### src/rtl/core/consensus_leader_election_unit_defines.svh
// ----------------------------------------------------------------------------
// Assertion macros for the consensus leader election unit
// Checks compile to nothing when ASSERT_OFF is defined.
// ----------------------------------------------------------------------------
`ifndef CONSENSUS_LEADER_ELECTION_UNIT_DEFINES_SVH
`define CONSENSUS_LEADER_ELECTION_UNIT_DEFINES_SVH

`ifndef ASSERT_OFF
// same-cycle implication
`define CLE_ASSERT_IMPLY(label, clk, rst_n, ante, cons, msg) \
    label: assert property (@(posedge clk) disable iff (!rst_n) (ante) |-> (cons)) \
        else $error(msg);
// next-cycle implication
`define CLE_ASSERT_NEXT(label, clk, rst_n, ante, cons, msg) \
    label: assert property (@(posedge clk) disable iff (!rst_n) (ante) |=> (cons)) \
        else $error(msg);
`else
`define CLE_ASSERT_IMPLY(label, clk, rst_n, ante, cons, msg)
`define CLE_ASSERT_NEXT(label, clk, rst_n, ante, cons, msg)
`endif

`endif

### src/rtl/core/cle_pkg.sv
// ----------------------------------------------------------------------------
// cle_pkg
// Types and constants shared by the leader election unit.
// ----------------------------------------------------------------------------
`default_nettype none

package cle_pkg;

    localparam int unsigned TERM_W    = 32;
    localparam int unsigned LOG_W     = 32;
    localparam int unsigned ID_W      = 4;
    localparam int unsigned VOTE_ID_W = 5;
    localparam int unsigned CFG_IDX_W = 2;
    localparam int unsigned CFG_DAT_W = 4;

    localparam logic [TERM_W-1:0]    TERM_MAX  = '1;
    localparam logic [VOTE_ID_W-1:0] VOTE_NONE = 5'd16;

    localparam logic [CFG_IDX_W-1:0] CFG_NODE_ID    = 2'd0;
    localparam logic [CFG_IDX_W-1:0] CFG_PEER_COUNT = 2'd1;

    localparam logic [CFG_DAT_W-1:0] PEER_COUNT_RST = 4'd4;

    typedef enum logic [1:0] {
        OP_TIMEOUT      = 2'd0,
        OP_VOTE_REPLY   = 2'd1,
        OP_VOTE_REQUEST = 2'd2,
        OP_LOG_UPDATE   = 2'd3
    } op_t;

    typedef enum logic [1:0] {
        ROLE_FOLLOWER  = 2'd0,
        ROLE_CANDIDATE = 2'd1,
        ROLE_LEADER    = 2'd2
    } role_t;

    typedef struct packed {
        op_t              operation;
        logic [TERM_W-1:0] msg_term;
        logic [TERM_W-1:0] asked_term;
        logic              granted;
        logic [ID_W-1:0]   candidate_id;
        logic [TERM_W-1:0] log_term;
        logic [LOG_W-1:0]  log_index;
    } cle_in_t;

    typedef struct packed {
        role_t                role;
        logic [TERM_W-1:0]    term_now;
        logic [VOTE_ID_W-1:0] vote_holder;
        logic                 send_requests;
        logic [LOG_W-1:0]     own_log_index;
        logic [TERM_W-1:0]    own_log_term;
        logic                 reply_ready;
        logic                 vote_given;
        logic                 persist;
        logic                 restart_timer;
        logic                 won_election;
    } cle_out_t;

endpackage

`default_nettype wire

### src/rtl/core/consensus_leader_election_unit.sv
// ----------------------------------------------------------------------------
// consensus_leader_election_unit
// Election side of a replicated-log consensus node: one event in, one result out.
// ----------------------------------------------------------------------------
// Path: an accepted event sits in the input register, then its result is loaded
// into the result register, where m_valid rises until the downstream side takes it.
// Throughput: one event per cycle while the result slot is free or drains; the
// loop through the election update logic and its state registers sets this rate.
// Reset (aresetn low, synchronous): follower, term 0, no vote, empty tally,
// own log 0/0, node_id 0, peer_count 4, both stages empty.
`default_nettype none

module consensus_leader_election_unit #(
    parameter int unsigned MAX_NODES = 16
) (
    input  wire logic                           aclk,
    input  wire logic                           aresetn,
    input  wire logic                           cfg_we,
    input  wire logic [cle_pkg::CFG_IDX_W-1:0]  cfg_index,
    input  wire logic [cle_pkg::CFG_DAT_W-1:0]  cfg_wdata,
    input  wire logic                           s_valid,
    output logic                                s_ready,
    input  wire cle_pkg::cle_in_t               s_data,
    output logic                                m_valid,
    input  wire logic                           m_ready,
    output cle_pkg::cle_out_t                   m_data
);
    import cle_pkg::*;

    logic     take;
    logic     item_valid;
    cle_in_t  item;
    cle_out_t result;

    cle_in_stage u_in (
        .aclk       (aclk),
        .aresetn    (aresetn),
        .s_valid    (s_valid),
        .s_ready    (s_ready),
        .s_data     (s_data),
        .take       (take),
        .item_valid (item_valid),
        .item       (item)
    );

    cle_engine #(
        .MAX_NODES (MAX_NODES)
    ) u_engine (
        .aclk      (aclk),
        .aresetn   (aresetn),
        .cfg_we    (cfg_we),
        .cfg_index (cfg_index),
        .cfg_wdata (cfg_wdata),
        .step      (take),
        .item      (item),
        .result    (result)
    );

    cle_out_stage u_out (
        .aclk       (aclk),
        .aresetn    (aresetn),
        .item_valid (item_valid),
        .result     (result),
        .take       (take),
        .m_valid    (m_valid),
        .m_ready    (m_ready),
        .m_data     (m_data)
    );

endmodule

`default_nettype wire

### src/rtl/core/cle_in_stage.sv
// ----------------------------------------------------------------------------
// cle_in_stage
// Input register: holds one accepted event until the engine consumes it.
// ----------------------------------------------------------------------------
`default_nettype none

module cle_in_stage (
    input  wire logic             aclk,
    input  wire logic             aresetn,
    input  wire logic             s_valid,
    output logic                  s_ready,
    input  wire cle_pkg::cle_in_t s_data,
    input  wire logic             take,
    output logic                  item_valid,
    output cle_pkg::cle_in_t      item
);
    import cle_pkg::*;

    logic    vld_reg;
    logic    vld_next;
    logic    load;
    cle_in_t data_reg;

    // accept when empty or when the held item leaves this cycle
    assign s_ready  = !vld_reg || take;
    assign load     = s_valid && s_ready;
    assign vld_next = load || (vld_reg && !take);

    always_ff @(posedge aclk) begin
        if (!aresetn) begin
            vld_reg <= 1'b0;
        end else begin
            vld_reg <= vld_next;
        end
    end

    always_ff @(posedge aclk) begin
        if (load) begin
            data_reg <= s_data;
        end
    end

    assign item_valid = vld_reg;
    assign item       = data_reg;

endmodule

`default_nettype wire

### src/rtl/core/cle_engine.sv
// ----------------------------------------------------------------------------
// cle_engine
// Election state, configuration registers and the per-event update logic.
// ----------------------------------------------------------------------------
`default_nettype none

`include "consensus_leader_election_unit_defines.svh"

module cle_engine #(
    parameter int unsigned MAX_NODES = 16
) (
    input  wire logic                           aclk,
    input  wire logic                           aresetn,
    input  wire logic                           cfg_we,
    input  wire logic [cle_pkg::CFG_IDX_W-1:0]  cfg_index,
    input  wire logic [cle_pkg::CFG_DAT_W-1:0]  cfg_wdata,
    input  wire logic                           step,
    input  wire cle_pkg::cle_in_t               item,
    output cle_pkg::cle_out_t                   result
);
    import cle_pkg::*;

    localparam int unsigned VOTE_CAP = (MAX_NODES < 31) ? MAX_NODES : 31;
    localparam int unsigned VOTE_W   = $clog2(VOTE_CAP + 1);

    logic [ID_W-1:0]      node_id_reg;
    logic [CFG_DAT_W-1:0] peer_count_reg;

    role_t                role_reg,    role_next;
    logic [TERM_W-1:0]    term_reg,    term_next;
    logic [VOTE_ID_W-1:0] voted_reg,   voted_next;
    logic [VOTE_W-1:0]    votes_reg,   votes_next;
    logic [LOG_W-1:0]     llidx_reg,   llidx_next;
    logic [TERM_W-1:0]    llterm_reg,  llterm_next;

    logic [VOTE_ID_W-1:0] needed;
    logic                 can_vote;
    logic                 up_to_date;
    logic                 send, reply, given, persist, restart, won;

    // majority threshold: (peers + 1) / 2 + 1
    assign needed = ((VOTE_ID_W'(peer_count_reg) + 5'd1) >> 1) + 5'd1;

    always_comb begin
        role_next   = role_reg;
        term_next   = term_reg;
        voted_next  = voted_reg;
        votes_next  = votes_reg;
        llidx_next  = llidx_reg;
        llterm_next = llterm_reg;
        send        = 1'b0;
        reply       = 1'b0;
        given       = 1'b0;
        persist     = 1'b0;
        restart     = 1'b0;
        won         = 1'b0;
        can_vote    = 1'b0;
        up_to_date  = 1'b0;

        unique case (item.operation)
            OP_TIMEOUT: begin
                if (role_reg != ROLE_LEADER) begin
                    role_next = ROLE_CANDIDATE;
                    if (term_reg != TERM_MAX) begin
                        term_next = term_reg + 32'd1;
                    end
                    voted_next = VOTE_ID_W'(node_id_reg);
                    votes_next = VOTE_W'(1);
                    send       = 1'b1;
                    persist    = 1'b1;
                    restart    = 1'b1;
                end
            end
            OP_VOTE_REPLY: begin
                if (role_reg == ROLE_CANDIDATE && term_reg == item.asked_term) begin
                    if (item.msg_term > term_reg) begin
                        role_next  = ROLE_FOLLOWER;
                        term_next  = item.msg_term;
                        voted_next = VOTE_NONE;
                        persist    = 1'b1;
                    end else if (item.granted) begin
                        // saturate the tally
                        if (votes_reg < VOTE_W'(VOTE_CAP)) begin
                            votes_next = votes_reg + VOTE_W'(1);
                        end
                        // win only on exact match with the threshold
                        if (VOTE_ID_W'(votes_next) == needed) begin
                            role_next = ROLE_LEADER;
                            won       = 1'b1;
                        end
                    end
                end
            end
            OP_VOTE_REQUEST: begin
                reply = 1'b1;
                if (item.msg_term >= term_reg) begin
                    if (item.msg_term > term_reg) begin
                        role_next  = ROLE_FOLLOWER;
                        term_next  = item.msg_term;
                        voted_next = VOTE_NONE;
                        persist    = 1'b1;
                    end
                    can_vote   = (voted_next == VOTE_NONE) ||
                                 (voted_next == VOTE_ID_W'(item.candidate_id));
                    up_to_date = (item.log_term > llterm_reg) ||
                                 (item.log_term == llterm_reg &&
                                  item.log_index >= llidx_reg);
                    if (can_vote && up_to_date) begin
                        voted_next = VOTE_ID_W'(item.candidate_id);
                        given      = 1'b1;
                        persist    = 1'b1;
                        restart    = 1'b1;
                    end
                end
            end
            OP_LOG_UPDATE: begin
                llterm_next = item.log_term;
                llidx_next  = item.log_index;
            end
        endcase
    end

    always_comb begin
        result.role          = role_next;
        result.term_now      = term_next;
        result.vote_holder   = voted_next;
        result.send_requests = send;
        result.own_log_index = llidx_next;
        result.own_log_term  = llterm_next;
        result.reply_ready   = reply;
        result.vote_given    = given;
        result.persist       = persist;
        result.restart_timer = restart;
        result.won_election  = won;
    end

    always_ff @(posedge aclk) begin
        if (!aresetn) begin
            node_id_reg    <= '0;
            peer_count_reg <= PEER_COUNT_RST;
        end else if (cfg_we) begin
            unique case (cfg_index)
                CFG_NODE_ID:    node_id_reg    <= cfg_wdata;
                CFG_PEER_COUNT: peer_count_reg <= cfg_wdata;
                default: ;
            endcase
        end
    end

    always_ff @(posedge aclk) begin
        if (!aresetn) begin
            role_reg   <= ROLE_FOLLOWER;
            term_reg   <= '0;
            voted_reg  <= VOTE_NONE;
            votes_reg  <= '0;
            llidx_reg  <= '0;
            llterm_reg <= '0;
        end else if (step) begin
            role_reg   <= role_next;
            term_reg   <= term_next;
            voted_reg  <= voted_next;
            votes_reg  <= votes_next;
            llidx_reg  <= llidx_next;
            llterm_reg <= llterm_next;
        end
    end

    `CLE_ASSERT_IMPLY(a_active_has_vote, aclk, aresetn, role_reg != ROLE_FOLLOWER, voted_reg != VOTE_NONE, "candidate or leader without a recorded vote")
    `CLE_ASSERT_IMPLY(a_candidate_counts, aclk, aresetn, role_reg == ROLE_CANDIDATE, votes_reg != '0, "candidate with empty vote tally")
    `CLE_ASSERT_NEXT(a_term_monotonic, aclk, aresetn, step, term_reg >= $past(term_reg), "term went backwards")
    `CLE_ASSERT_NEXT(a_timeout_campaigns, aclk, aresetn, step && item.operation == OP_TIMEOUT && role_reg != ROLE_LEADER, role_reg == ROLE_CANDIDATE && voted_reg == VOTE_ID_W'($past(node_id_reg)), "timeout did not start a campaign")

endmodule

`default_nettype wire

### src/rtl/core/cle_out_stage.sv
// ----------------------------------------------------------------------------
// cle_out_stage
// Result register: holds one result until the downstream side takes it.
// ----------------------------------------------------------------------------
`default_nettype none

module cle_out_stage (
    input  wire logic              aclk,
    input  wire logic              aresetn,
    input  wire logic              item_valid,
    input  wire cle_pkg::cle_out_t result,
    output logic                   take,
    output logic                   m_valid,
    input  wire logic              m_ready,
    output cle_pkg::cle_out_t      m_data
);
    import cle_pkg::*;

    logic     vld_reg;
    logic     vld_next;
    cle_out_t data_reg;

    // advance when the slot is free or drains this cycle
    assign take     = item_valid && (!vld_reg || m_ready);
    assign vld_next = take || (vld_reg && !m_ready);

    always_ff @(posedge aclk) begin
        if (!aresetn) begin
            vld_reg <= 1'b0;
        end else begin
            vld_reg <= vld_next;
        end
    end

    always_ff @(posedge aclk) begin
        if (take) begin
            data_reg <= result;
        end
    end

    assign m_valid = vld_reg;
    assign m_data  = data_reg;

endmodule

`default_nettype wire

### config.mk
export PLATFORM = sky130hd
export DESIGN_NAME = consensus_leader_election_unit
export DESIGN_NICKNAME = d
export VERILOG_FILES = /design/src/rtl/core/cle_pkg.sv /design/src/rtl/core/consensus_leader_election_unit.sv /design/src/rtl/core/cle_in_stage.sv /design/src/rtl/core/cle_engine.sv /design/src/rtl/core/cle_out_stage.sv
export VERILOG_INCLUDE_DIRS = /design/src /design/src/rtl/core
export SDC_FILE = /design/constraint.sdc
export NUM_CORES = 1
export LEC_CHECK = 0
export ABC_AREA = 0
export BUFFER_PORTS_ARGS = -buffer_cell sky130_fd_sc_hd__buf_2
export CAP_MARGIN = 20
export CORE_UTILIZATION = 29
export DETAILED_ROUTE_END_ITERATION = 8
export REMOVE_ABC_BUFFERS = 1
export SLEW_MARGIN = 20
export SYNTH_ARGS = -nofsm -noshare
export SYNTH_HDL_FRONTEND = slang
export SYNTH_SLANG_ARGS = --single-unit
### constraint.sdc
create_clock -name aclk -period 4.8 [get_ports aclk]
set_input_delay 0.24 -clock aclk [delete_from_list [all_inputs] [get_ports aclk]]
set_output_delay 0.24 -clock aclk [all_outputs]
set_load 0.05 [all_outputs]
* Word level (Yosys, flattened, before mapping)
Index checks and enable logic that the tools add are counted.
** Operators by class
- Add/sub/neg operators :: 4
- Magnitude comparators :: 5
- Equal/unequal tests :: 16
- Muxes and demuxes :: 45
- Bitwise logic cells :: 3
- Reductions and logical operators :: 24
** Operators by type and width (count)
- $mux W32 :: 7
- $pmux W32 S3 :: 1
- $mux W5 :: 16
- $eq A32 B32 Y1 :: 2
- $ge A32 B32 Y1 :: 2
- $gt A32 B32 Y1 :: 2
- $add A32 B1 Y32 const B :: 1
- $ne A32 B32 Y1 const B :: 1
- $pmux W5 S3 :: 1
- $mux W2 :: 7
- $add A4 B1 Y5 const B :: 2
- $pmux W5 S2 :: 1
- $mux W1 :: 9
- $logic_and A1 B1 Y1 :: 7
- $eq A2 B1 Y1 const B :: 3
- $logic_or A1 B1 Y1 :: 6
- $ne A2 B2 Y1 const B :: 3
- $pmux W2 S3 :: 1
- $reduce_and A6 Y1 :: 1
- $add A5 B1 Y5 const B :: 1
- $eq A5 B4 Y1 :: 1
- $eq A5 B5 Y1 :: 1
- $eq A5 B5 Y1 const B :: 1
- $lt A5 B5 Y1 const B :: 1
- 10 further kinds :: 19
** Storage, ports and cells
- Flip-flop bits (word level) :: 362
- Input port bits :: 146
- Output and inout port bits :: 111
- Logic and storage cells :: 125

* Longest topological paths before layout
Gate-level depths: netlist (run 1).
- Depth in word-level cells :: 12
- Gate-level depth with buffers :: 13

* Modules after synthesis
From an unflattened synthesis (run 1), not the netlist that was laid out.
** Unflattened totals
- Cells, all modules :: 1498
- Area total of the unflattened synthesis :: 17374.2 um2
** Modules (own cells, without submodules)
- cle_engine :: instances 1, cells an instance 1245, area an instance 9942.0 um2, seq. area each 2322.2 um2
- cle_in_stage :: instances 1, cells an instance 140, area an instance 4111.4 um2, seq. area each 4073.9 um2
- cle_out_stage :: instances 1, cells an instance 113, area an instance 3320.7 um2, seq. area each 3293.2 um2

* Worst setup path after synthesis (run 1)
OpenSTA, ideal clock, no wires.
- Kind :: reg-to-reg
- Start :: register u_out.vld_reg, in the netlist u_out.m_valid
- End :: register u_out.data_reg, in the netlist u_out.m_data[0], enable pin
- Library setup time :: 516 ps
- Arrival :: 4790 ps
- Required time :: 4284 ps
- Path slack :: -505 ps
- Cell stages (with the launch flop) :: 8
- Path buffers :: 4
- Clock period less this slack :: 5305 ps
- Cells stage by stage :: dfxtp_1 > nor2b_1 > nand2b_1 > clkbuf_1 > inv_1 > clkbuf_1 > clkbuf_1 > clkbuf_1
** On the way
- Longest elaborated chain between the ends :: 3
** RTL lines
- start: declaration :: RTL line cle_out_stage.sv:19 : logic vld_reg;
- start signal: assignment :: RTL line cle_out_stage.sv:31 : vld_reg <= vld_next;
- $logic_not A1 Y1 :: RTL line cle_out_stage.sv:24 : assign take = item_valid && (!vld_reg || m_ready);
- $logic_or A1 B1 Y1 :: RTL line cle_out_stage.sv:24
- $logic_and A1 B1 Y1 :: RTL line cle_out_stage.sv:24
- via take :: RTL line consensus_leader_election_unit.sv:30 : logic take;
- end signal: assignment :: RTL line cle_out_stage.sv:37 : data_reg <= result;
- end: declaration :: RTL line cle_out_stage.sv:21 : cle_out_t data_reg;
The timed path passes the listed nets, and every way through them passes these cells.
A chain may end at the register's enable or synchronous reset.

* Worst setup path in the final report (run 1)
- Start :: register u_engine.term_reg[7]
- End :: register u_engine.term_reg[11]
** On the way
- Longest elaborated chain between the ends :: 4
- Elaborated cells between the ends (all ways) :: 12
- Classes of those cells :: add/sub (1); order compare (2); eq/ne (2); mux (6); reduce/logical (1)
** RTL lines
- start: declaration :: RTL line cle_engine.sv:30 : logic [TERM_W-1:0] term_reg, term_next;
- start signal: assignment :: RTL line cle_engine.sv:160 : term_reg <= term_next;
- $add A32 B1 Y32, or another cell as far along :: RTL line cle_engine.sv:65 : term_next = term_reg + 32'd1;
- $mux W32, or another cell as far along :: RTL line cle_engine.sv:64 : if (term_reg != TERM_MAX) begin
- $mux W32 (on tied branches) :: RTL line cle_engine.sv:62, cle_engine.sv:75, cle_engine.sv:96
- $pmux W32 S3 * :: RTL line cle_engine.sv:60 : unique case (item.operation)
Every way passes the cells marked *; elsewhere a longest branch is shown, timed or not.

==> out/metrics.yaml, run 1 <==
core_mm2: 0.0592
postSynthAreaPerCell_um2: 10.5
clock_path_buffers: 3
start_util_pct: 29.4
root_buffer: "clkbuf_16"
crit_type: "register to register"
yosysWarnings: 0
die_area_mm2: 0.0611
fin_nets: 2276
multiInputGateArea_mm2: 0.00696
top_layer_used: "met4"
gp_congestion: 0.909
cp.arrival_ns: 4.24
grt_pass1_wl_um: 80000
netlist_instances: 1658
largest_reg_flops: 135
ys_ff_latch: 362
drt-met1-wl_um: 23700
wl_per_cell_um: 18.7
worstSetupStartpointType: "register"
cts.sinks: 362
fin_worst_skew_ns: 0.0247
grt_pass1_vias: 13800
end_kind: "register"
final_cell_mix: "nand2_1, buf_2, edfxtp_1, dlygate4sd3_1, o21ai_0"
drt-vias-per-instance: 4.97
maxSlewHeadroom_pct: 33.9
wl_met3_um: 2870
io_pins: 257
ant_nets: 0
yosys.area.top_type: "edfxtp_1"
setup_violations: 0
cts-buffers-inserted: 44
drtIter0Drc: 1120
vias: 14100
fmax_ghz: 0.267
synth_top_area_share_pct: 42.0
drv_slew: 0
async_flop_share_pct: 0
rsz0062_at_grt: "no"
drive_above_1_share_pct: 18.2
irDropWorstVdd_mv: 0.268
clk_pin_slew_ns: 0.06
total_power_mw: 8.08
reg2reg_setup_slack_ns: 1.05
fillers: 5791
syn_area_mm2: 0.0174
wl_um: 53200
status: "finished with violations"
drc: 20
drv_cap: 0
yosysUniqueCellTypes: 86
synth_seq_area_share_pct: 55.5
cp.required_ns: 5.29
dr.pass1.iters: 7
tightest_slew_ns: 0.989
violations: "design-rule violations"
antenna_cells: 0
hold-worst-slack_ns: 0.135
wl_met2_um: 25200
register_area_mm2: 0.00969
antenna_found_initial: 1
core.rowCount: 89
post-route-min-period_ns: 3.75
leakage_nw: 8.39
synth_edf_count: 244
areaGrowthSynthToFinish_pct: 28.6
clk_latency_ns: 0.58
cp_max_fo: 20
hold_viol: 0
cts_max_level: 2
fin_crit_sh_pct: 78.2
io_buffers: 256
cts_setup_buffers: 0
chipHeight_um: 247
grt_start_max_net_pins: 136
dieWidth_um: 247
cts_tree: "yes"
final_common_cell: "nand2_1"
gr-total-overflow: 0
dp_hpwl_um: 36500
netlist_top_cells_area: "edfxtp_1, dfxtp_1, ha_1"
tns_ns: 0
p_per_area_mw_per_mm2: 360
grt_usage_pct: 17.1
ys.flop_type: "edfxtp_1"
min-delay-path-class: "input pin to register"
==> through the flow <==
stage / utilization [%] / setup slack (ns) / cells / area, um2
final: 37.9 / 1.05 / 2839 / 22400
after global routing: 37.9 / 0.824 / 2839 / 22400
after CTS: 37.9 / 1.10 / 2839 / 22400
after detailed placement: 32.9 / 1.18 / 2615 / 19500
after global placement: 32.9 / 1.25 / 2615 / 19500
after floorplan: - / -2.55 / 1572 / 17100
==> worst max-delay path, cell delays in order (launching register included) <==
cell,delay (ns)
dfxtp_1,0.48
inv_1,0.15
ha_1,0.34
nand4_1,0.22
a2111o_1,0.57
a311oi_4,0.46
nor2_1,0.20
a21oi_4,0.62
buf_4,0.29
a22oi_1,0.10
o21ai_0,0.23
==> logic make-up (layout without fill, tap and decap cells) <==
| family | after synthesis | in the layout | synth area share, % |
|---|---|---|---|
| buf+inv | 203 | 611 | 4.69 |
| mux | 8 | 8 | 0.459 |
| fa+ha+maj | 100 | 100 | 7.17 |
| flops | 362 | 362 | 55.5 |
| compound gates | 413 | 413 | 15.4 |
| xor+xnor | 55 | 55 | 2.76 |
| simple gates | 517 | 517 | 14.0 |
==> path summary, 6_finish.rpt <==
check             depth (start not counted)                 endpoint                    start
setup reg to reg                         10    u_engine.term_reg[11]     u_engine.term_reg[7]
setup / recovery                         10    u_engine.term_reg[11]     u_engine.term_reg[7]
hold reg to reg                           2  u_engine.llterm_reg[27]  u_engine.llterm_reg[27]
hold / removal                            4  u_engine.node_id_reg[1]             cfg_index[1]
==> synth_stat cells (all sizes together) (9+ instances only) <==
| library cell | number |
|---|---|
| xnor2 | 20 |
| dfxtp | 118 |
| o31ai | 10 |
| nor4 | 27 |
| xor2 | 35 |
| a31oi | 14 |
| o211ai | 13 |
| nand2 | 283 |
| a211oi | 9 |
| o21ai | 140 |
| or4 | 9 |
| a221o | 9 |
| and3 | 11 |
| a21oi | 99 |
| nor2 | 50 |
| nand4 | 36 |
| inv | 114 |
| nor3 | 24 |
| nor2b | 12 |
| a21boi | 38 |
| clkbuf | 70 |
| ha | 100 |
| buf | 16 |
| nand3 | 27 |
| edfxtp | 244 |
==> timing repair <==
action,CTS,global route
hold endpoints to repair,145,0
resized for setup,0,0
hold buffers,142,0
==> report_power, final <==
part	total (mW)	leakage, nW	switching (mW)	internal [mW]
Sequential	3.62	3.33	0.115	3.50
Clock	3.51	0.731	1.44	2.07
Combinational	0.954	4.32	0.619	0.335
Total	8.08	8.39	2.17	5.91
==> layer usage <==
| metal | up-vias | global-route usage [%] |
|---|---|---|
| met5 | - | 0 |
| met4 | 0 | 5.88 |
| met3 | 90 | 2.73 |
| met2 | 447 | 27.7 |
| met1 | 6795 | 23.0 |
| li1 | 6780 | - |
==> area by class of cell <==
class | instances | area share [%]
clock buffer | 48 | 5.07
multi-input combinational | 1093 | 31.0
sequential | 362 | 43.2
clock inverter | 34 | 1.78
inverter | 117 | 1.99
tap | 773 | 4.31
timing repair buffer | 412 | 12.6
Note: power is estimated with default switching activity, not from simulation.
==> inputs of run 2 (changes only) <==
==> constraint.sdc (replaced) <==
create_clock -name aclk -period 3.27 [get_ports aclk]
set_input_delay 0.1635 -clock aclk [delete_from_list [all_inputs] [get_ports aclk]]
set_output_delay 0.1635 -clock aclk [all_outputs]
set_load 0.05 [all_outputs]
==> out/metrics.yaml, run 2 (synthesis results as in run 1) <==
hold-worst-slack_ns: 0.0706  # -0.0642 ns
drv_slew: 0  # unchanged
dp_hpwl_um: 37800  # +3.6%
vias: 14400  # +2.2%
register_area_mm2: 0.00969  # unchanged
met2_usage_pct: 29.2  # +1.5 points
largest_reg_flops: 135  # unchanged
fin_worst_skew_ns: 0.0176  # -0.00714 ns
grt_usage_pct: 17.3  # +0.26 points
cp.arrival_ns: 3.53  # -0.71 ns
hold_viol: 0  # unchanged
gr-total-overflow: 0  # unchanged
place_area_mm2: 0.0201  # +3.0%
cts_tree: "yes"
cp_slowest_cell: "a2111o_1"
grt_start_max_net_pins: 104  # -24%
grt_pass1_wl_um: 81200  # +1.5%
wl_per_cell_um: 18.7  # -0.25%
busiest_layer: "met2"
cts.sinks: 362  # unchanged
violations: "design-rule violations"
io_buffers: 256  # unchanged
multiInputGateArea_mm2: 0.00703  # +1.1%
core.rowCount: 89  # unchanged
fin_nets: 2347  # +3.1%
io_pins: 257  # unchanged
final_common_cell: "nand2_1"
core_mm2: 0.0592  # unchanged
clk_pin_slew_ns: 0.06  # about the same
drtIter0Drc: 1221  # +9.0%
cts_max_level: 2  # unchanged
cp.required_ns: 3.59  # -1.70 ns
reg2reg_from: "u_in.item[115]"
fillers: 5732  # -1.0%
drv_cap: 0  # unchanged
ant_nets: 0  # unchanged
irDropWorstVdd_mv: 0.328  # +22%
maxSlewHeadroom_pct: 36.7  # +2.8 points
clock_path_buffers: 3  # unchanged
met3_usage_pct: 2.83  # +0.098 points
crit_type: "register to register"
clk_latency_ns: 0.57  # about the same
leakage_nw: 8.77  # +4.6%
cpPeakStageDelay_ns: 0.50  # -0.12 ns
drive_above_1_share_pct: 21.1  # +2.9 points
start_util_pct: 29.4  # unchanged
drt-vias-per-instance: 4.96  # -0.23%
dieWidth_um: 247  # unchanged
cp_max_fo: 5  # -75%
drc: 10  # -50%
die_area_mm2: 0.0611  # unchanged
chipHeight_um: 247  # unchanged
status: "finished with violations"
final_cell_mix: "nand2_1, buf_2, edfxtp_1, dlygate4sd3_1, o21ai_0"
min-delay-start: "cfg_index[1]"
grt_pass1_vias: 14200  # +3.1%
areaGrowthSynthToFinish_pct: 32.3
min-delay-path-class: "input pin to register"
setup_violations: 0  # unchanged
end_kind: "register"
fmax_ghz: 0.312  # +17%
antenna_found_initial: 3  # +2
tightest_slew_ns: 0.947  # -0.0424 ns
cts-buffers-inserted: 43  # -2.3%
root_buffer: "clkbuf_16"
crit_chain: "ha_1 -> nand4_1 -> a2111o_1 -> buf_4 -> a31oi_2 -> o21ai_2 -> a221oi_2 -> o31ai_4 -> o211a_1"
fin_area_mm2: 0.0231  # +2.9%
worstSetupStartpointType: "register"
wl_um: 54300  # +2.2%
gp_congestion: 0.899  # -1.1%
dr.pass1.iters: 8  # +1
post-route-min-period_ns: 3.21  # -0.543 ns
gr-usage-met1_pct: 22.6  # -0.36 points
fin_crit_sh_pct: 98.1  # +20 points
crit_path_start: "u_in.item[115]"
p_per_area_mw_per_mm2: 513  # +42%
antenna_cells: 0  # unchanged
==> run 2: cell count changes in the layout (fill, tap and decap cells not counted), moves of 2 or more <==
cell / change
buf_12: +7
buf_4: +65
clkbuf_1: +2
clkinv_1: +4
clkinv_2: -2
inv_6: -2
inv_8: -2
nor3_1: -2
o21ai_0: -2
o31ai_1: -2
==> run 2: metrics by stage <==
step           setup WS (ns)  total power, mW  setup TNS (ns)  util (%)  cells
2_1_floorplan          -4.08             6.17        -1065.83         -   1572
3_3_place_gp         -0.0974             6.71         -0.0974      33.9   2682
3_5_place_dp          -0.109             6.73          -0.109      33.9   2682
4_1_cts              0.00642             11.9               0      38.8   2904
5_1_grt              -0.0649             12.3          -0.366      38.9   2909
6_report              0.0620             11.8               0      38.9   2909
==> run 2: cell type report <==
cell class	instances	area share [%]
tap	773	4.19
clock buffer	50	4.96
timing repair buffer	484	15.0
multi-input combinational	1093	30.5
inverter	117	1.94
sequential	362	42.0
clock inverter	30	1.45
==> run 2: worst paths after layout <==
| check | end | slack [ns] | cells past startpoint |
|---|---|---|---|
| setup reg to reg | u_out.m_data[71] | 0.06 | 9 |
| hold reg to reg | u_engine.llterm_reg[12] | 0.45 | 2 |
| setup / recovery | u_out.m_data[71] | 0.06 | 9 |
| hold / removal | u_engine.node_id_reg[1] | 0.07 | 4 |
==> run 2: worst max-delay path: cells and delay by family, from the launching register on <==
| family | cells | cell delay (ns) |
|---|---|---|
| AO/OA/AOI/OAI | 6 | 1.83 |
| adder cells (fa/ha/maj) | 1 | 0.32 |
| buffers and inverters | 1 | 0.18 |
| flip-flops | 1 | 0.43 |
| AND/OR/NAND/NOR | 1 | 0.20 |
==> run 2: power breakdown <==
| part | internal, mW | switching (mW) | total, mW |
|---|---|---|---|
| clock | 3.00 | 2.03 | 5.02 |
| combinational | 0.560 | 0.972 | 1.53 |
| sequential | 5.14 | 0.131 | 5.27 |
==> run 2: per-layer routing <==
metal  vias up  routed length (um)  part of all wire, %
met4         4                1320                  2.4
met2       480               26100                   48
met5         -                  27                0.050
li1       6908                   -                    -
met1      6939               23700                   44
met3        95                3270                  6.0
==> run 2: what timing repair did <==
item	4_1_cts	5_1_grt
setup endpoints to repair	1	22
resized for setup	2	13
buffers inserted	0	5
hold buffers	142	0
pin swaps	0	5
hold endpoints to repair	145	0
